**src/rtl/core/ts_pid_start_code_scanner_top_assert.svh**
```systemverilog
// Assertion helpers for the start code scanner, clocked on clock, cleared by reset.
`ifndef TS_PID_START_CODE_SCANNER_TOP_ASSERT_SVH
`define TS_PID_START_CODE_SCANNER_TOP_ASSERT_SVH

// Same-cycle implication.
`define TSPSC_ASSERT_NOW(label, ante, cons) \
   label: assert property (@(posedge clock) disable iff (reset) (ante) |-> (cons)) \
      else $error("scanner assertion failed");

// Next-cycle implication.
`define TSPSC_ASSERT_NEXT(label, ante, cons) \
   label: assert property (@(posedge clock) disable iff (reset) (ante) |=> (cons)) \
      else $error("scanner assertion failed");

`endif

```
**src/rtl/core/tspsc_pkg.sv**
```systemverilog
package tspsc_pkg;

   localparam int unsigned PACKET_BYTES_DEF    = 188;
   localparam int unsigned SCAN_LAST_START_DEF = 180;
   localparam int unsigned PREFIX_LEN          = 3;

   localparam int unsigned POS_W       = 8;
   localparam int unsigned PID_W       = 13;
   localparam int unsigned CNT_W       = 32;
   localparam int unsigned OFFSET_W    = 40;
   localparam int unsigned CLASS_W     = 5;
   localparam int unsigned CSR_INDEX_W = 8;
   localparam int unsigned CSR_DATA_W  = 32;

   localparam logic [7:0]       SYNC_BYTE   = 8'h47;
   localparam logic [23:0]      START_PREFIX = 24'h000001;
   localparam logic [CNT_W-1:0] CNT_MAX     = '1;

   localparam logic [CSR_INDEX_W-1:0] CSR_SEARCH_PID  = 8'd0;
   localparam logic [CSR_INDEX_W-1:0] CSR_MATCH_LIMIT = 8'd1;

   typedef enum logic {
      EVT_START_CODE = 1'b0,
      EVT_SYNC_ERROR = 1'b1
   } event_kind_type;

   typedef enum logic [CLASS_W-1:0] {
      CLS_PICTURE  = 5'd0,
      CLS_SLICE    = 5'd1,
      CLS_USER     = 5'd2,
      CLS_SEQHDR   = 5'd3,
      CLS_SEQERR   = 5'd4,
      CLS_EXT      = 5'd5,
      CLS_SEQEND   = 5'd6,
      CLS_GOP      = 5'd7,
      CLS_PROGEND  = 5'd8,
      CLS_PACK     = 5'd9,
      CLS_SYSTEM   = 5'd10,
      CLS_PSMAP    = 5'd11,
      CLS_AUDIO    = 5'd12,
      CLS_VIDEO    = 5'd13,
      CLS_ECM      = 5'd14,
      CLS_EMM      = 5'd15,
      CLS_PSDIR    = 5'd16,
      CLS_RESERVED = 5'd17
   } stream_class_type;

   function automatic stream_class_type classify(input logic [7:0] id);
      stream_class_type cls;
      case (id) inside
         8'h00:           cls = CLS_PICTURE;
         [8'h01:8'hAF]:   cls = CLS_SLICE;
         8'hB2:           cls = CLS_USER;
         8'hB3:           cls = CLS_SEQHDR;
         8'hB4:           cls = CLS_SEQERR;
         8'hB5:           cls = CLS_EXT;
         8'hB7:           cls = CLS_SEQEND;
         8'hB8:           cls = CLS_GOP;
         8'hB9:           cls = CLS_PROGEND;
         8'hBA:           cls = CLS_PACK;
         8'hBB:           cls = CLS_SYSTEM;
         8'hBC:           cls = CLS_PSMAP;
         [8'hC0:8'hDF]:   cls = CLS_AUDIO;
         [8'hE0:8'hEF]:   cls = CLS_VIDEO;
         8'hF0:           cls = CLS_ECM;
         8'hF1:           cls = CLS_EMM;
         8'hFF:           cls = CLS_PSDIR;
         default:         cls = CLS_RESERVED;
      endcase
      return cls;
   endfunction

endpackage

```
**src/rtl/core/tspsc_if.sv**
```systemverilog
interface tspsc_req_if;
   logic       valid;
   logic       ready;
   logic [7:0] stream_byte;

   modport source (output valid, output stream_byte, input ready);
   modport sink (input valid, input stream_byte, output ready);
endinterface

interface tspsc_rsp_if;
   logic                               valid;
   logic                               ready;
   logic                               event_kind;
   logic [7:0]                         stream_id;
   logic [tspsc_pkg::CLASS_W-1:0]      stream_class;
   logic [tspsc_pkg::OFFSET_W-1:0]     byte_offset;
   logic [tspsc_pkg::CNT_W-1:0]        video_pes_total;

   modport source (output valid, output event_kind, output stream_id, output stream_class,
                   output byte_offset, output video_pes_total, input ready);
   modport sink (input valid, input event_kind, input stream_id, input stream_class,
                 input byte_offset, input video_pes_total, output ready);
endinterface

interface tspsc_csr_if;
   logic                               valid;
   logic                               ready;
   logic [tspsc_pkg::CSR_INDEX_W-1:0]  index;
   logic [tspsc_pkg::CSR_DATA_W-1:0]   data;

   modport source (output valid, output index, output data, input ready);
   modport sink (input valid, input index, input data, output ready);
endinterface

```
**src/rtl/core/ts_pid_start_code_scanner_top.sv**
```systemverilog
// Transport stream PID filter and start code scanner. One stream byte is taken per clock
// unstalled; the result for a byte (a start code found in a packet of the selected PID, or
// a missing sync byte) sits in the output register from the next cycle, and the next byte
// is taken in the same cycle that register is emptied, so the rate is one item per cycle
// whenever the result side keeps up. All per-byte work is one pass of logic from the input
// port into the state and result registers. A sync error, or the end of a packet at which
// the matched-packet count has reached match_limit, halts the block: bytes are then still
// taken but dropped until reset. Configuration writes are taken at any time, one a cycle.
`include "ts_pid_start_code_scanner_top_assert.svh"

module ts_pid_start_code_scanner_top #(
   parameter int unsigned PACKET_BYTES    = tspsc_pkg::PACKET_BYTES_DEF,
   parameter int unsigned SCAN_LAST_START = tspsc_pkg::SCAN_LAST_START_DEF
) (
   input  logic         clock,
   input  logic         reset,
   tspsc_req_if.sink    req_chan,
   tspsc_rsp_if.source  rsp_chan,
   tspsc_csr_if.sink    csr_chan
);

   localparam int unsigned POS_W = tspsc_pkg::POS_W;

   // configuration
   logic [tspsc_pkg::PID_W-1:0]    search_pid_ff;
   logic [tspsc_pkg::CNT_W-1:0]    match_limit_ff;

   // scan state
   logic [POS_W-1:0]               pos_ff, pos_in;
   logic [23:0]                    recent_ff, recent_in;
   logic [4:0]                     pid_hi_ff, pid_hi_in;
   logic                           pid_match_ff, pid_match_in;
   logic [tspsc_pkg::CNT_W-1:0]    match_cnt_ff, match_cnt_in;
   logic [tspsc_pkg::CNT_W-1:0]    video_cnt_ff, video_cnt_in;
   logic [tspsc_pkg::OFFSET_W-1:0] stream_pos_ff, stream_pos_in;
   logic                           halted_ff, halted_in;

   // result register
   logic                           out_valid_ff, out_valid_in;
   logic                           out_kind_ff, out_kind_in;
   logic [7:0]                     out_id_ff, out_id_in;
   logic [tspsc_pkg::CLASS_W-1:0]  out_class_ff, out_class_in;
   logic [tspsc_pkg::OFFSET_W-1:0] out_offset_ff, out_offset_in;
   logic [tspsc_pkg::CNT_W-1:0]    out_total_ff, out_total_in;

   logic                           req_acc;
   logic                           out_load;
   logic                           sync_err;
   logic                           in_window;
   logic [POS_W:0]                 pos_next;
   logic [7:0]                     b;
   tspsc_pkg::stream_class_type    cls;

   assign b        = req_chan.stream_byte;
   assign req_chan.ready = !out_valid_ff || rsp_chan.ready;
   assign req_acc  = req_chan.valid && req_chan.ready;
   assign csr_chan.ready = 1'b1;

   assign cls       = tspsc_pkg::classify(b);
   assign sync_err  = (pos_ff == '0) && (b != tspsc_pkg::SYNC_BYTE);
   assign in_window = (pos_ff >= POS_W'(tspsc_pkg::PREFIX_LEN)) &&
                      (pos_ff <= POS_W'(SCAN_LAST_START + tspsc_pkg::PREFIX_LEN));
   assign pos_next  = {1'b0, pos_ff} + (POS_W+1)'(1);

   always_comb begin
      pos_in        = pos_ff;
      recent_in     = recent_ff;
      pid_hi_in     = pid_hi_ff;
      pid_match_in  = pid_match_ff;
      match_cnt_in  = match_cnt_ff;
      video_cnt_in  = video_cnt_ff;
      stream_pos_in = stream_pos_ff;
      halted_in     = halted_ff;
      out_load      = 1'b0;
      out_kind_in   = tspsc_pkg::EVT_START_CODE;
      out_id_in     = b;
      out_class_in  = cls;
      out_offset_in = stream_pos_ff - tspsc_pkg::OFFSET_W'(tspsc_pkg::PREFIX_LEN);
      out_total_in  = video_cnt_ff;

      if (req_acc && !halted_ff) begin
         if (sync_err) begin
            out_load      = 1'b1;
            out_kind_in   = tspsc_pkg::EVT_SYNC_ERROR;
            out_id_in     = '0;
            out_class_in  = tspsc_pkg::CLS_PICTURE;
            out_offset_in = stream_pos_ff;
            halted_in     = 1'b1;
         end else begin
            if (pos_ff == POS_W'(1)) begin
               pid_hi_in = b[4:0];
            end else if (pos_ff == POS_W'(2)) begin
               pid_match_in = ({pid_hi_ff, b} == search_pid_ff);
               if (pid_match_in && match_cnt_ff != tspsc_pkg::CNT_MAX)
                  match_cnt_in = match_cnt_ff + tspsc_pkg::CNT_W'(1);
            end else if (in_window && pid_match_ff && recent_ff == tspsc_pkg::START_PREFIX) begin
               if (cls == tspsc_pkg::CLS_VIDEO && video_cnt_ff != tspsc_pkg::CNT_MAX)
                  video_cnt_in = video_cnt_ff + tspsc_pkg::CNT_W'(1);
               out_load     = 1'b1;
               out_total_in = video_cnt_in;
            end

            recent_in     = {recent_ff[15:0], b};
            stream_pos_in = stream_pos_ff + tspsc_pkg::OFFSET_W'(1);

            // packet end: the limit is checked only here
            if (pos_next >= (POS_W+1)'(PACKET_BYTES)) begin
               pos_in       = '0;
               pid_match_in = 1'b0;
               if (match_cnt_in >= match_limit_ff)
                  halted_in = 1'b1;
            end else begin
               pos_in = pos_next[POS_W-1:0];
            end
         end
      end
   end

   always_comb begin
      if (out_load)
         out_valid_in = 1'b1;
      else if (rsp_chan.ready)
         out_valid_in = 1'b0;
      else
         out_valid_in = out_valid_ff;
   end

   always_ff @(posedge clock) begin
      if (reset) begin
         search_pid_ff  <= '0;
         match_limit_ff <= tspsc_pkg::CNT_MAX;
      end else if (csr_chan.valid && csr_chan.ready) begin
         case (csr_chan.index)
            tspsc_pkg::CSR_SEARCH_PID:  search_pid_ff  <= csr_chan.data[tspsc_pkg::PID_W-1:0];
            tspsc_pkg::CSR_MATCH_LIMIT: match_limit_ff <= csr_chan.data[tspsc_pkg::CNT_W-1:0];
            default: ;
         endcase
      end
   end

   always_ff @(posedge clock) begin
      if (reset) begin
         pos_ff        <= '0;
         recent_ff     <= '0;
         pid_hi_ff     <= '0;
         pid_match_ff  <= 1'b0;
         match_cnt_ff  <= '0;
         video_cnt_ff  <= '0;
         stream_pos_ff <= '0;
         halted_ff     <= 1'b0;
         out_valid_ff  <= 1'b0;
      end else begin
         pos_ff        <= pos_in;
         recent_ff     <= recent_in;
         pid_hi_ff     <= pid_hi_in;
         pid_match_ff  <= pid_match_in;
         match_cnt_ff  <= match_cnt_in;
         video_cnt_ff  <= video_cnt_in;
         stream_pos_ff <= stream_pos_in;
         halted_ff     <= halted_in;
         out_valid_ff  <= out_valid_in;
      end
   end

   always_ff @(posedge clock) begin
      if (out_load) begin
         out_kind_ff   <= out_kind_in;
         out_id_ff     <= out_id_in;
         out_class_ff  <= out_class_in;
         out_offset_ff <= out_offset_in;
         out_total_ff  <= out_total_in;
      end
   end

   assign rsp_chan.valid           = out_valid_ff;
   assign rsp_chan.event_kind      = out_kind_ff;
   assign rsp_chan.stream_id       = out_id_ff;
   assign rsp_chan.stream_class    = out_class_ff;
   assign rsp_chan.byte_offset     = out_offset_ff;
   assign rsp_chan.video_pes_total = out_total_ff;

   // halt is sticky until reset
   `TSPSC_ASSERT_NEXT(a_halt_sticky, halted_ff, halted_ff)
   // a halted block leaves the stream position and video count alone
   `TSPSC_ASSERT_NEXT(a_halt_frozen, halted_ff, $stable(stream_pos_ff) && $stable(video_cnt_ff))
   // a sync error halts and posts an item
   `TSPSC_ASSERT_NEXT(a_sync_halts, req_acc && !halted_ff && sync_err, halted_ff && out_valid_ff)
   // packet position never runs past the packet
   `TSPSC_ASSERT_NOW(a_pos_range, 1'b1, pos_ff < POS_W'(PACKET_BYTES))

endmodule
```
**src/flat_wrapper.sv**
```systemverilog
// flat-port wrapper written by rule: the top's interface ports become plain ports
module ts_pid_start_code_scanner_top_flat 
#(
   parameter int unsigned PACKET_BYTES    = tspsc_pkg::PACKET_BYTES_DEF,
   parameter int unsigned SCAN_LAST_START = tspsc_pkg::SCAN_LAST_START_DEF
)
  (clock, reset, req_chan_valid, req_chan_stream_byte, req_chan_ready, rsp_chan_valid, rsp_chan_event_kind, rsp_chan_stream_id, rsp_chan_stream_class, rsp_chan_byte_offset, rsp_chan_video_pes_total, rsp_chan_ready, csr_chan_valid, csr_chan_index, csr_chan_data, csr_chan_ready);
  tspsc_req_if req_chan_i ();
  tspsc_rsp_if rsp_chan_i ();
  tspsc_csr_if csr_chan_i ();
  input  logic clock;
  input  logic reset;
  input wire logic [$bits(req_chan_i.valid)-1:0] req_chan_valid;
  input wire logic [$bits(req_chan_i.stream_byte)-1:0] req_chan_stream_byte;
  output wire logic [$bits(req_chan_i.ready)-1:0] req_chan_ready;
  output wire logic [$bits(rsp_chan_i.valid)-1:0] rsp_chan_valid;
  output wire logic [$bits(rsp_chan_i.event_kind)-1:0] rsp_chan_event_kind;
  output wire logic [$bits(rsp_chan_i.stream_id)-1:0] rsp_chan_stream_id;
  output wire logic [$bits(rsp_chan_i.stream_class)-1:0] rsp_chan_stream_class;
  output wire logic [$bits(rsp_chan_i.byte_offset)-1:0] rsp_chan_byte_offset;
  output wire logic [$bits(rsp_chan_i.video_pes_total)-1:0] rsp_chan_video_pes_total;
  input wire logic [$bits(rsp_chan_i.ready)-1:0] rsp_chan_ready;
  input wire logic [$bits(csr_chan_i.valid)-1:0] csr_chan_valid;
  input wire logic [$bits(csr_chan_i.index)-1:0] csr_chan_index;
  input wire logic [$bits(csr_chan_i.data)-1:0] csr_chan_data;
  output wire logic [$bits(csr_chan_i.ready)-1:0] csr_chan_ready;
  assign req_chan_i.valid = req_chan_valid;
  assign req_chan_i.stream_byte = req_chan_stream_byte;
  assign req_chan_ready = req_chan_i.ready;
  assign rsp_chan_valid = rsp_chan_i.valid;
  assign rsp_chan_event_kind = rsp_chan_i.event_kind;
  assign rsp_chan_stream_id = rsp_chan_i.stream_id;
  assign rsp_chan_stream_class = rsp_chan_i.stream_class;
  assign rsp_chan_byte_offset = rsp_chan_i.byte_offset;
  assign rsp_chan_video_pes_total = rsp_chan_i.video_pes_total;
  assign rsp_chan_i.ready = rsp_chan_ready;
  assign csr_chan_i.valid = csr_chan_valid;
  assign csr_chan_i.index = csr_chan_index;
  assign csr_chan_i.data = csr_chan_data;
  assign csr_chan_ready = csr_chan_i.ready;
  ts_pid_start_code_scanner_top #(.PACKET_BYTES(PACKET_BYTES), .SCAN_LAST_START(SCAN_LAST_START)) u_core (.clock(clock), .reset(reset), .req_chan(req_chan_i), .rsp_chan(rsp_chan_i), .csr_chan(csr_chan_i));
endmodule
```
**config.mk**
```make
export PLATFORM = sky130hd
export DESIGN_NAME = ts_pid_start_code_scanner_top_flat
export DESIGN_NICKNAME = d
export VERILOG_FILES = /design/src/rtl/core/tspsc_pkg.sv /design/src/rtl/core/tspsc_if.sv /design/src/rtl/core/ts_pid_start_code_scanner_top.sv /design/src/flat_wrapper.sv
export VERILOG_INCLUDE_DIRS = /design/src /design/src/rtl/core
export SDC_FILE = /design/constraint.sdc
export NUM_CORES = 1
export LEC_CHECK = 0
export BUFFER_PORTS_ARGS = -buffer_cell sky130_fd_sc_hd__buf_4
export CAP_MARGIN = 20
export CORE_ASPECT_RATIO = 0.9
export CORE_MARGIN = 8
export CORE_UTILIZATION = 64
export DETAILED_ROUTE_END_ITERATION = 6
export PLACE_DENSITY = 0.95
export RECOVER_POWER = 100
export SLEW_MARGIN = 20
export SYNTH_ARGS = -nofsm -noshare
export SYNTH_HDL_FRONTEND = slang
export SYNTH_SLANG_ARGS = --single-unit
```
**constraint.sdc**
```tcl
create_clock -name clock -period 11.55 [get_ports clock]
set_clock_uncertainty 0.05 [all_clocks]
set_input_delay 2.31 -clock clock [delete_from_list [all_inputs] [get_ports clock]]
set_output_delay 2.31 -clock clock [all_outputs]
set_load 0.03 [all_outputs]
```
* Word level (Yosys, flattened, before mapping)
Index checks and enable logic that the tools add are counted.
** Storage, ports and cells
- Flip-flop bits (word level) :: 275
- Bits in latches :: 0
- Memory bits (writable) :: 0
- Bits in read-only memories :: 0
- Input port bits :: 53
- Memories :: 0
** Cells by class
- Add/subtract/negate cells :: 5
- $mul :: 0
- Div/mod/pow operators :: 0
- Order comparisons :: 10
- Equal/unequal tests :: 23
- Shift operators :: 0
- Muxes and demuxes :: 49
- Bitwise gates (word level) :: 1
- Reduce and logical (&&, ||, !) cells :: 27
** Operators by type and width (number)
- 2-to-1 mux 32 bit :: 11
- == test 8 bit, second input constant :: 13
- 2-to-1 mux 5 bit :: 18
- 2-to-1 mux 40 bit :: 2
- adder 32 x 1 -> 32 bit, second input constant :: 2
- != test 32 bit, second input constant :: 2
- adder 40 x 1 -> 40 bit, second input constant :: 1
- subtractor 40 x 2 -> 40 bit, second input constant :: 1
- >= comparator 32 bit :: 1
- <= comparator 8 bit, second input constant :: 4
- == test 24 x 1 -> 1 bit, second input constant :: 1
- logical NOT 8 bit :: 3
- 2-to-1 mux 8 bit :: 3
- == test 8 x 1 -> 1 bit, second input constant :: 2
- >= comparator 8 bit, second input constant :: 2
- 2-to-1 mux 1 bit :: 15
- == test 13 bit :: 1
- logical AND 1 bit :: 11
- adder 8 x 1 -> 9 bit, second input constant :: 1
- >= comparator 9 x 8 -> 1 bit, second input constant :: 1
- == test 8 x 2 -> 1 bit, second input constant :: 1
- >= comparator 8 x 1 -> 1 bit, second input constant :: 1
- >= comparator 8 x 2 -> 1 bit, second input constant :: 1
- != test 8 x 7 -> 1 bit, second input constant :: 1
- 9 further kinds :: 16

* Logic depth before layout (Yosys ltp)
Gate-level depths: netlist (run 1).
- Depth after elaboration :: 26
- Gate-level depth with buffers :: 18
- Gate-level depth less buffers :: 16

* Worst setup path after synthesis (run 1)
No wires, ideal clock.
- Path kind :: input -> register
- From :: input port req_chan_stream_byte[3]
- To :: register u_core.out_offset_ff, in the netlist u_core.rsp_chan.byte_offset[0], enable pin
- Setup time :: 0.560 ns
- Arrival :: 7.170 ns
- Data required time :: 10.940 ns
- Path slack :: 3.770 ns
- Cell stages on the path :: 5
- Cells stage by stage :: clkbuf_1 > and3b_1 > nand4_2 > nand2_1 > a21oi_1
** Between the ends
- Longest elaborated chain between the ends :: 4
** Ends and longest elaborated chain
- start: declaration :: RTL line flat_wrapper.sv:14 : input wire logic [$bits(req_chan_i.stream_byte)-1:0] req_chan_stream_byte;
- != test 8 x 7 -> 1 bit :: RTL line ts_pid_start_code_scanner_top.sv:60 : assign sync_err = (pos_ff == '0) && (b != tspsc_pkg::SYNC_BYTE);
- logical AND 1 bit :: RTL line ts_pid_start_code_scanner_top.sv:60
- 2-to-1 mux 1 bit :: RTL line ts_pid_start_code_scanner_top.sv:82 : if (sync_err) begin
- 2-to-1 mux 1 bit :: RTL line ts_pid_start_code_scanner_top.sv:81 : if (req_acc && !halted_ff) begin
- net u_core.out_load :: RTL line ts_pid_start_code_scanner_top.sv:47 : logic out_load;
- end signal: assignment :: RTL line ts_pid_start_code_scanner_top.sv:170 : out_offset_ff <= out_offset_in;
- end: declaration :: RTL line ts_pid_start_code_scanner_top.sv:43 : logic [tspsc_pkg::OFFSET_W-1:0] out_offset_ff, out_offset_in;
The timed path passes the listed nets, and every way through them passes these cells.
A chain may end at the register's enable or synchronous reset.

* Worst setup path in the final report (run 1)
- From :: input port req_chan_stream_byte[3]
- To :: register u_core.out_total_ff, in the netlist u_core.rsp_chan.video_pes_total[0], enable pin
** Between the ends
- Longest elaborated chain between the ends :: 4
** Ends and longest elaborated chain
- != test 8 x 7 -> 1 bit :: RTL line ts_pid_start_code_scanner_top.sv:60
- logical AND 1 bit :: RTL line ts_pid_start_code_scanner_top.sv:60
- 2-to-1 mux 1 bit :: RTL line ts_pid_start_code_scanner_top.sv:82
- 2-to-1 mux 1 bit :: RTL line ts_pid_start_code_scanner_top.sv:81
- net u_core.out_load :: RTL line ts_pid_start_code_scanner_top.sv:47
- end signal: assignment :: RTL line ts_pid_start_code_scanner_top.sv:171 : out_total_ff <= out_total_in;
- end: declaration :: RTL line ts_pid_start_code_scanner_top.sv:44 : logic [tspsc_pkg::CNT_W-1:0] out_total_ff, out_total_in;
The timed path passes the listed nets, and every way through them passes these cells.

==> results by group, run 1 <==
Job
  – # Max-Cap Violations: 7

Setup path
  – Levels on crit path: 6
  – R2R cell count: 8
  – Worst Path Max Fanout: between 50 and 60
  – Crit path buf inv count: 2
  – Critical Path Source Type: input pin
  – Worst setup path startpoint: req_chan_stream_byte[3]
  – Critical-path cell list: clkbuf_1, and3b_1, nand4_1, nand2_1, a21oi_1, clkbuf_1
  – Slowest stage delay, CP: roughly 2300 ps
  – CP delay by family, top: buffers and inverters
  – Critical Path End Type: flop
  – Worst r2r dst: u_core.rsp_chan.video_pes_total[0]
  – Worst R2R Setup Slack: around 5200 ps
  – Crit path kind: input pin to flop
  – Critical path arrival: approximately 7900 ps
  – Critical Path End: u_core.rsp_chan.video_pes_total[0]
  – WP data required: approximately 12000 ps
  – CP max stage cell: a21oi_1
  – Most used cell, CP: clkbuf_1
  – RR Startpoint: u_core.pos_ff[0]

Clocking
  – Hold buffer count at CTS: 0
  – Clock transition at path regs: about 60 ps
  – Clock sinks: 275
  – Clock root buffer: clkbuf_16
  – CTS Buf Count: 27
  – CTS max path bufs: 3
  – Setup bufs post-CTS: 0
  – CTS H-tree depth: 1
  – Worst skew pair latency: 540 ps
  – CTS tree: built
  – PostCTS Resize Cnt: 0

Floorplanning
  – Initial Util: 65.1%
  – Core area: approximately 21000 µm²
  – Die W: ~170 µm
  – Die area: about 26000 µm²
  – Row count: 50
  – I/O pin count: between 100 and 150
  – Die H: between 150 and 200 µm

Place
  – GPL Wtd Cong: 0.934
  – Port Buffer Count: 140
  – Dpl hpwl: between 20 and 25 mm

Yosys
  – Sequential cell area fraction in the yosys report: 47.1%
  – Net Count, Synth: ~1600
  – Synth Warn #: 0
  – Mapped cell area: between 10000 and 15000 µm²
  – Ys async rst share: 0%
  – Avg Synthesized Cell Area: about 9.2 µm²
  – Synthesized flop and latch total: about 280
  – Yosys cell types: 65
  – Biggest area consumer among synthesized cells: dfxtp_1
  – Synth Flop Type: dfxtp_1
  – Cells after Synth: approximately 1500
  – Top post-synthesis cells by count: dfxtp_1 (189), nand2_1 (175), nor2_1 (159), xnor2_1 (101), edfxtp_1 (86)
  – Post-synth EDFFs: between 80 and 90
  – Synth top area share: between 20% and 30%
  – Synth top area cells: dfxtp_1 (28%), edfxtp_1 (19%), xnor2_1 (6.5%)
  – Most common cell in the netlist: dfxtp_1

Layout
  – Area grow syn2layout: 12.5%
  – Fraction of layout cells with a size suffix above 1: around 8%
  – ANT cells: 0
  – Fill cells: approximately 1500
  – Fin nets: approximately 1700

Route
  – Drt via density: 5.92
  – 1st-iter DRT viols: about 1200
  – First-pass iteration count of the detailed router: 5
  – DRT antenna net count: 0
  – DR vias: 11100
  – Total length of routed wires: between 30 and 40 mm
  – DR DRC count: 0
  – Drt wl/cell: 17.7 µm

Global routing
  – Global route overflow: 0
  – First-pass GRT wire length: 53.5 mm
  – Vias in the first global route: between 10000 and 15000
  – Largest net degree at the start of global routing: between 80 and 90
  – Gr usage total: roughly a quarter
  – Initial antenna violation count: 0

STA
  – Number of hold violations in the final report: 0
  – Hold Slack: roughly 410 ps
  – Fin crit period: 7840 ps
  – Final setup vio count: 0
  – RSZ-0062 raised after global routing: false
  – Peak Freq: ~130 MHz
  – Slew @ Worst Pin: approximately 3600 ps
  – Setup TNS: 0 ps
  – Final Max Tran Viols: 378
  – Slew HR: -139%
  – Final period util: slightly below 70%

Power and ir drop
  – Pleak: roughly 5.9 nW
  – Maximum VDD drop: ~0.0001 V
  – Power density over the cells: around 140 nW/µm²

Status
  – Status: finished, violations left
  – Failing checks: max-capacitance violations, max-slew violations

Min path
  – Hold Path Class: flop to flop
[cell type report]
cell class                 instances  area [µm²]  area share, %
clock buffer                      34         774           5.09
clock inverter                    16         158           1.04
inverter                          50         188           1.23
multi-input combinational       1060        6610           43.5
sequential                       275        6370           41.9
tap                              286         358           2.35
timing repair buffer             149         754           4.96
[cell families after synthesis]
kind of cell             Yosys count  synth area share [%]
XOR/XNOR                         180                  11.7
flip-flops                       275                  47.1
AO/OA/AOI/OAI                    148                  6.90
buffers and inverters            139                  4.01
adder cells (fa/ha/maj)           39                  3.61
multiplexers                      29                  2.25
AND/OR/NAND/NOR                  663                  24.4
other                              1                0.0277
[state kept, by name (all words and copies together) (netlist names), 8 cells and up]
register	count
u_core.rsp_chan.byte_offset	40
u_core.match_limit_ff	32
u_core.recent_ff	24
u_core.search_pid_ff	13
u_core.rsp_chan.video_pes_total	32
u_core.stream_pos_ff	40
u_core.pos_ff	8
u_core.rsp_chan.stream_id	8
u_core.match_cnt_ff	32
u_core.video_cnt_ff	32
[worst min-delay path by stage]
stage                         start                   end  slack, ps  depth (start not counted)
2_1_floorplan  u_core.recent_ff[22]  u_core.recent_ff[22]        390                          2
3_3_place_gp   u_core.recent_ff[20]  u_core.recent_ff[20]        390                          2
3_5_place_dp   u_core.recent_ff[23]  u_core.recent_ff[23]        400                          2
4_1_cts        u_core.recent_ff[23]  u_core.recent_ff[23]        410                          2
5_1_grt        u_core.recent_ff[10]  u_core.recent_ff[18]        450                          2
6_report       u_core.recent_ff[23]  u_core.recent_ff[23]        410                          2
[tightest hold or removal path, stage by stage, from the launching register on]
cell and delay [ps]:
dfxtp_1 310, nand2_1 50, a21oi_1 50
[placed cells by master (no fill, tap or decap), types with 56 or more instances in the layout]
cell type,instances
a21oi_1,57
clkbuf_1,99
dfxtp_1,189
edfxtp_1,86
nand2_1,175
nand3_1,56
nor2_1,159
nor3_1,61
xnor2_1,101
xor2_1,79
[metal layers]
layer / share of wire (%) / wire, µm / global-route usage, %
met1: 41 / 13600 / 30.4
met2: 49 / 16300 / 42.6
met3: 6.4 / 2130 / 3.92
met4: 3.3 / 1110 / 8.88
met5: 0 / 0 / 0
[stage by stage]
step / instance area, µm² / setup WS [ps] / utilization, % / instances / total power [mW]
after floorplan: 13500 / 3770 / - / 1474 / 1.18
after global placement: 14700 / 5840 / 70.6 / 1820 / 1.25
after detailed placement: 14700 / 5730 / 70.6 / 1820 / 1.25
after CTS: 15600 / 6190 / 75.0 / 1870 / 2.14
after global routing: 15200 / 3190 / 73.2 / 1870 / 2.17
final: 15200 / 3710 / 73.2 / 1870 / 2.11
[where the power goes]
group	internal [mW]	switching (mW)	leakage, nW
Sequential	1.03	0.00887	2.36
Combinational	0.0416	0.125	3.10
Clock	0.525	0.376	0.472
Power figures use the tool's default switching activity.
==> run 2: changes to the inputs <==
--- a/config.mk
+++ b/config.mk
@@ -10,9 +10,9 @@
 export CAP_MARGIN = 20
 export CORE_ASPECT_RATIO = 0.9
 export CORE_MARGIN = 8
-export CORE_UTILIZATION = 64
+export CORE_UTILIZATION = 59
 export DETAILED_ROUTE_END_ITERATION = 6
-export PLACE_DENSITY = 0.95
+export PLACE_DENSITY = 0.92
 export RECOVER_POWER = 100
 export SLEW_MARGIN = 20
 export SYNTH_ARGS = -nofsm -noshare
==> constraint.sdc (replaced) <==
create_clock -name clock -period 8.2 [get_ports clock]
set_clock_uncertainty 0.05 [all_clocks]
set_input_delay 1.64 -clock clock [delete_from_list [all_inputs] [get_ports clock]]
set_output_delay 1.64 -clock clock [all_outputs]
set_load 0.03 [all_outputs]
==> run 2 against run 1 <==
The flow still finishes with violations (max-capacitance violations, max-slew violations). Core utilization fell by 5.6 points. First-iteration DRC count fell by 6.1%. Setup slack got worse by 1600 ps. Largest power group unchanged. Die area rose by 7.6%. Combinational power rose by 42%.
==> results by group, run 2 (synthesis gave the netlist of run 1 again) <==
Floorplanning
  – I/O pin count: 142
  – Core area: 22500 µm²
  – Initial Util: ~60%
  – Die H: 160 µm
  – Row count: 52
  – Die W: 176 µm
  – Die area: 28000 µm²

Setup path
  – WP data required: about 8300 ps
  – Worst Path Max Fanout: between 60 and 70
  – Worst setup path startpoint: req_chan_stream_byte[3]
  – Crit path kind: input pin to flop
  – Critical path arrival: roughly 6200 ps
  – Critical Path End Type: flop
  – RR Startpoint: u_core.match_cnt_ff[18]
  – Critical Path Source Type: input pin

Route
  – DRT antenna net count: 0
  – Total length of routed wires: 32.8 mm
  – DR DRC count: 0
  – 1st-iter DRT viols: between 1000 and 1500
  – DR vias: around 11000
  – Drt wl/cell: roughly 17 µm
  – Drt via density: approximately 5.9
  – First-pass iteration count of the detailed router: 6

Place
  – Port Buffer Count: 140
  – Dpl hpwl: ~22 mm
  – Pre-CTS setup slack: between 3000 and 4000 ps
  – GPL Wtd Cong: 0.921

Status
  – Status: finished, violations left
  – Failing checks: max-capacitance violations, max-slew violations

STA
  – Fin crit period: about 6100 ps
  – Number of hold violations in the final report: 0
  – Slew HR: -97.3%
  – Final Max Tran Viols: 315
  – Final period util: between 70% and 80%
  – RSZ-0062 raised after global routing: false
  – Final setup vio count: 0
  – Setup TNS: 0 ps
  – Peak Freq: ~160 MHz
  – Slew @ Worst Pin: roughly 2900 ps
  – Final worst setup slack: 2100 ps

Min path
  – Worst min-delay path startpoint: u_core.recent_ff[19]
  – Hold Path Class: flop to flop

Power and ir drop
  – Power density over the cells: between 150 and 200 nW/µm²
  – Maximum VDD drop: ~0.00018 V
  – Overall Power: 2.99 mW
  – Pleak: 5.94 nW

Layout
  – Fin nets: between 1500 and 2000
  – Most common cell after layout, fill and taps aside: dfxtp_1
  – Commonest cells after routing, fill and taps aside: dfxtp_1 (189), nand2_1 (175), nor2_1 (159)
  – Area grow syn2layout: 12.6%
  – Layout Utilization: about two thirds
  – ANT cells: 0
  – Fraction of layout cells with a size suffix above 1: 7.95%

Global routing
  – Largest net degree at the start of global routing: about 120
  – First-pass GRT wire length: approximately 53 mm
  – Vias in the first global route: approximately 11000
  – Global route overflow: 0
  – Initial antenna violation count: 0
  – Gr usage total: 22.5%

Clocking
  – Clock sinks: around 280
  – Worst skew pair latency: approximately 560 ps
  – CTS H-tree depth: 1
  – CTS Buf Count: 28
  – CTS max path bufs: 3
  – Clock root buffer: clkbuf_16
  – Hold buffer count at CTS: 0
  – PostCTS Resize Cnt: 0
  – Setup bufs post-CTS: 0
  – CTS tree: built
  – Clock transition at path regs: about 60 ps

Job
  – # Max-Cap Violations: 8
==> run 2: area by class of cell <==
cell class,instances,area (µm²)
well taps,297,372
multi-input cells,1060,6580
clock inverters,19,178
repair buffers,148,756
clock buffers,33,781
flip-flops and latches,275,6370
fillers,1665,7290
inverters,50,188
==> run 2: layer usage <==
metal	global-route usage, %	part of all wire [%]	routed length [µm]	vias up
met3	4.10	7.3	2400	102
met1	28.0	41	13400	5250
li1	-	-	-	5288
met2	38.0	48	15700	504
met5	0	0	0	-
met4	9.36	4.0	1300	0
==> run 2: metrics by stage <==
stage               cells  hold WS (ps)  cell area (µm²)
floorplan            1474           386            13500
global placement     1830           395            14700
detailed placement   1830           400            14700
CTS                  1882           410            15600
global route         1882           437            15200
finish               1882           412            15200
==> run 2: worst max-delay path: stages <==
cell and delay, ps:
clkbuf_1 520, and3b_1 270, nand4_1 220, nand2_1 170
a21oi_1 1910, clkbuf_2 1380
==> run 2: final timing paths <==
check	to	slack (ps)	depth (start not counted)
setup / recovery	u_core.rsp_chan.video_pes_total[1]	2100	6
hold / removal	u_core.recent_ff[19]	410	2
setup reg to reg	u_core.halted_ff	2890	14
hold reg to reg	u_core.recent_ff[19]	410	2
==> run 2: report_power, final <==
group          internal (mW)  switching, mW  leakage (nW)  total, mW
clock network          0.748          0.541         0.487       1.29
logic                 0.0584          0.177          3.09      0.235
registers               1.45         0.0110          2.36       1.46
==> run 3: changes to the inputs <==
--- a/config.mk
+++ b/config.mk
@@ -10,9 +10,9 @@
 export CAP_MARGIN = 20
 export CORE_ASPECT_RATIO = 0.9
 export CORE_MARGIN = 8
-export CORE_UTILIZATION = 59
+export CORE_UTILIZATION = 54
 export DETAILED_ROUTE_END_ITERATION = 6
-export PLACE_DENSITY = 0.92
+export PLACE_DENSITY = 0.89
 export RECOVER_POWER = 100
 export SLEW_MARGIN = 20
 export SYNTH_ARGS = -nofsm -noshare
==> constraint.sdc (replaced) <==
create_clock -name clock -period 5.1 [get_ports clock]
set_clock_uncertainty 0.05 [all_clocks]
set_input_delay 1.02 -clock clock [delete_from_list [all_inputs] [get_ports clock]]
set_output_delay 1.02 -clock clock [all_outputs]
set_load 0.03 [all_outputs]
==> run 3 against run 2 <==
The run still ends with max-capacitance violations, max-slew violations left. Largest power group unchanged. Critical endpoint is now u_core.pid_hi_ff[4]. Flip-flop and latch count stayed put. Hold slack lost 6.4 ps. Global-route usage fell by 2.1 points. Largest cell class unchanged. Critical path depth increased by 2. Setup slack worse by 1300 ps. Highest routed layer unchanged. Clock power increased by 64%. Clock-buffer cell count increased by 7. First-iteration DRC count shrank 13%. Register-to-register slack got worse by 2100 ps.
==> results by group, run 3 (synthesis gave the netlist of run 1 again) <==
Route
  – DR DRC count: 0
  – DRT antenna net count: 0
  – Drt wl/cell: between 15 and 20 µm
  – DR vias: 11000
  – First-pass iteration count of the detailed router: 5
  – 1st-iter DRT viols: 960
  – Drt via density: approximately 5.7
  – Total length of routed wires: between 30 and 40 mm

STA
  – Final period util: 84.7%
  – Slew @ Worst Pin: between 2000 and 3000 ps
  – Fin crit period: 4320 ps
  – Number of hold violations in the final report: 0
  – Peak Freq: around 230 MHz
  – Setup TNS: 0 ps
  – Final Max Tran Viols: 339
  – Final setup vio count: 0
  – Hold Slack: 406 ps
  – Slew HR: -96.3%
  – RSZ-0062 raised after global routing: false
  – Final worst setup slack: about 780 ps

Min path
  – Hold Path Class: flop to flop
  – Worst hold stages: 2
  – Worst Hold Endpoint: u_core.recent_ff[19]
  – Worst min-delay path startpoint: u_core.recent_ff[19]

Setup path
  – R2R cell count: 14
  – WP data required: 5380 ps
  – CP max stage cell: clkbuf_1
  – Critical Path End Type: flop
  – Critical-path cell list: clkbuf_1, nor3_1, nand4_1, a21oi_1, clkbuf_1, nand4_1, mux2i_1, nor2_1
  – Worst r2r dst: u_core.halted_ff
  – Critical path arrival: 4600 ps
  – RR Startpoint: u_core.match_cnt_ff[18]
  – Worst R2R Setup Slack: between 700 and 800 ps
  – Slowest stage delay, CP: 1350 ps
  – Critical Path Source Type: input pin
  – Worst Path Max Fanout: 41
  – Crit path kind: input pin to flop

Power and ir drop
  – Pleak: between 5 and 6 nW
  – Net Switching: 1.16 mW
  – Int Pwr: about 3.7 mW
  – Power density over the cells: 316 nW/µm²
  – Maximum VDD drop: 0.000277 V
  – Sequential Power Share: about half
  – Switch share: 24.0%
  – Clk pwr share: ~44%
  – Combinational share of power: roughly 7.8%

Global routing
  – Global route overflow: 0
  – First-pass GRT wire length: approximately 53 mm
  – Initial antenna violation count: 0
  – Vias in the first global route: ~11000
  – Gr usage total: between 20% and 30%
  – Largest net degree at the start of global routing: 86

Clocking
  – Clock transition at path regs: 70 ps
  – CTS tree: built
  – Clock root buffer: clkbuf_16
  – CTS Buf Count: 29
  – Setup bufs post-CTS: 0
  – Worst skew pair latency: approximately 570 ps
  – PostCTS Resize Cnt: 0
  – CTS max path bufs: 3
  – Clock sinks: between 200 and 300
  – CTS H-tree depth: 1
  – Hold buffer count at CTS: 0

Place
  – Dpl hpwl: about 22 mm
  – Port Buffer Count: 140
  – GPL Wtd Cong: 0.907
  – Pre-CTS setup slack: approximately 560 ps

Status
  – Failing checks: max-capacitance violations, max-slew violations
  – Status: finished, violations left

Floorplanning
  – Initial Util: between 50% and 60%
  – Core area: 24800 µm²
  – Die area: ~30000 µm²
  – I/O pin count: 142
  – Die H: around 170 µm
  – Row count: between 50 and 60
  – Die W: between 150 and 200 µm

Layout
  – Most common cell after layout, fill and taps aside: dfxtp_1
  – Commonest cells after routing, fill and taps aside: dfxtp_1 (189), nand2_1 (175), nor2_1 (159)
  – Fin nets: roughly 1700
  – Fraction of layout cells with a size suffix above 1: ~8%
  – Area grow syn2layout: 13.4%
  – ANT cells: 0

Job
  – # Max-Cap Violations: 6
## run 3: cell count changes in the layout (fill, tap and decap cells not counted), moves of 2 or more
cell | before | now
clkinv_2 | 12 | 7
clkbuf_1 | 95 | 98
and2_0 | 28 | 25
inv_6 | 0 | 2
clkinv_4 | 2 | 0
buf_4 | 50 | 53
and2_1 | 5 | 9
## run 3: through the flow
stage	instances	power, mW	util (%)	cell area (µm²)
after global placement	1877	2.82	59.4	14700
final	1930	4.85	61.7	15300
after floorplan	1474	2.66	-	13500
after CTS	1930	4.94	63.3	15700
after global routing	1930	5.01	61.7	15300
after detailed placement	1877	2.83	59.4	14700
## run 3: layout make-up
cell class	instances	area [µm²]
clock buffers	40	838
repair buffers	150	787
clock inverters	13	140
inverters	50	188
flip-flops and latches	275	6370
fillers	2029	9510
multi-input cells	1060	6590
well taps	342	428
## run 3: critical path, delay by kind of cell
family                 cells  cell delay (ps)
buffers and inverters      2             1570
and+or+nand+nor            4             1360
muxes                      1              310
AOI/OAI and AO/OA          1              330
## run 3: power by group through the flow
| stage | Combinational [mW] | Sequential [mW] | Clock [mW] |
|---|---|---|---|
| global placement | 0.425 | 2.40 | 0 |
| CTS | 0.435 | 2.35 | 2.16 |
| floorplan | 0.135 | 2.52 | 0 |
| finish | 0.379 | 2.35 | 2.12 |
| detailed placement | 0.432 | 2.40 | 0 |
| global route | 0.407 | 2.36 | 2.25 |
## run 3: how the worst max path moves through the flow
stage	from	slack [ps]	cells after the start	to
6_report	req_chan_stream_byte[4]	780	8	u_core.pid_hi_ff[4]
5_1_grt	u_core.pos_ff[3]	410	14	u_core.halted_ff
4_1_cts	u_core.match_cnt_ff[18]	830	14	u_core.halted_ff
3_5_place_dp	req_chan_stream_byte[3]	560	15	u_core.halted_ff
3_3_place_gp	req_chan_stream_byte[3]	670	14	u_core.halted_ff
2_1_floorplan	req_chan_stream_byte[3]	350	5	u_core.rsp_chan.byte_offset[0]
## run 3: metal layers
layer	part of all wire (%)	vias up	GRT usage [%]
li1	-	5279	-
met3	5.9	107	3.48
met1	43	5141	25.6
met4	3.7	0	8.16
met2	47	423	34.6
met5	0	-	0
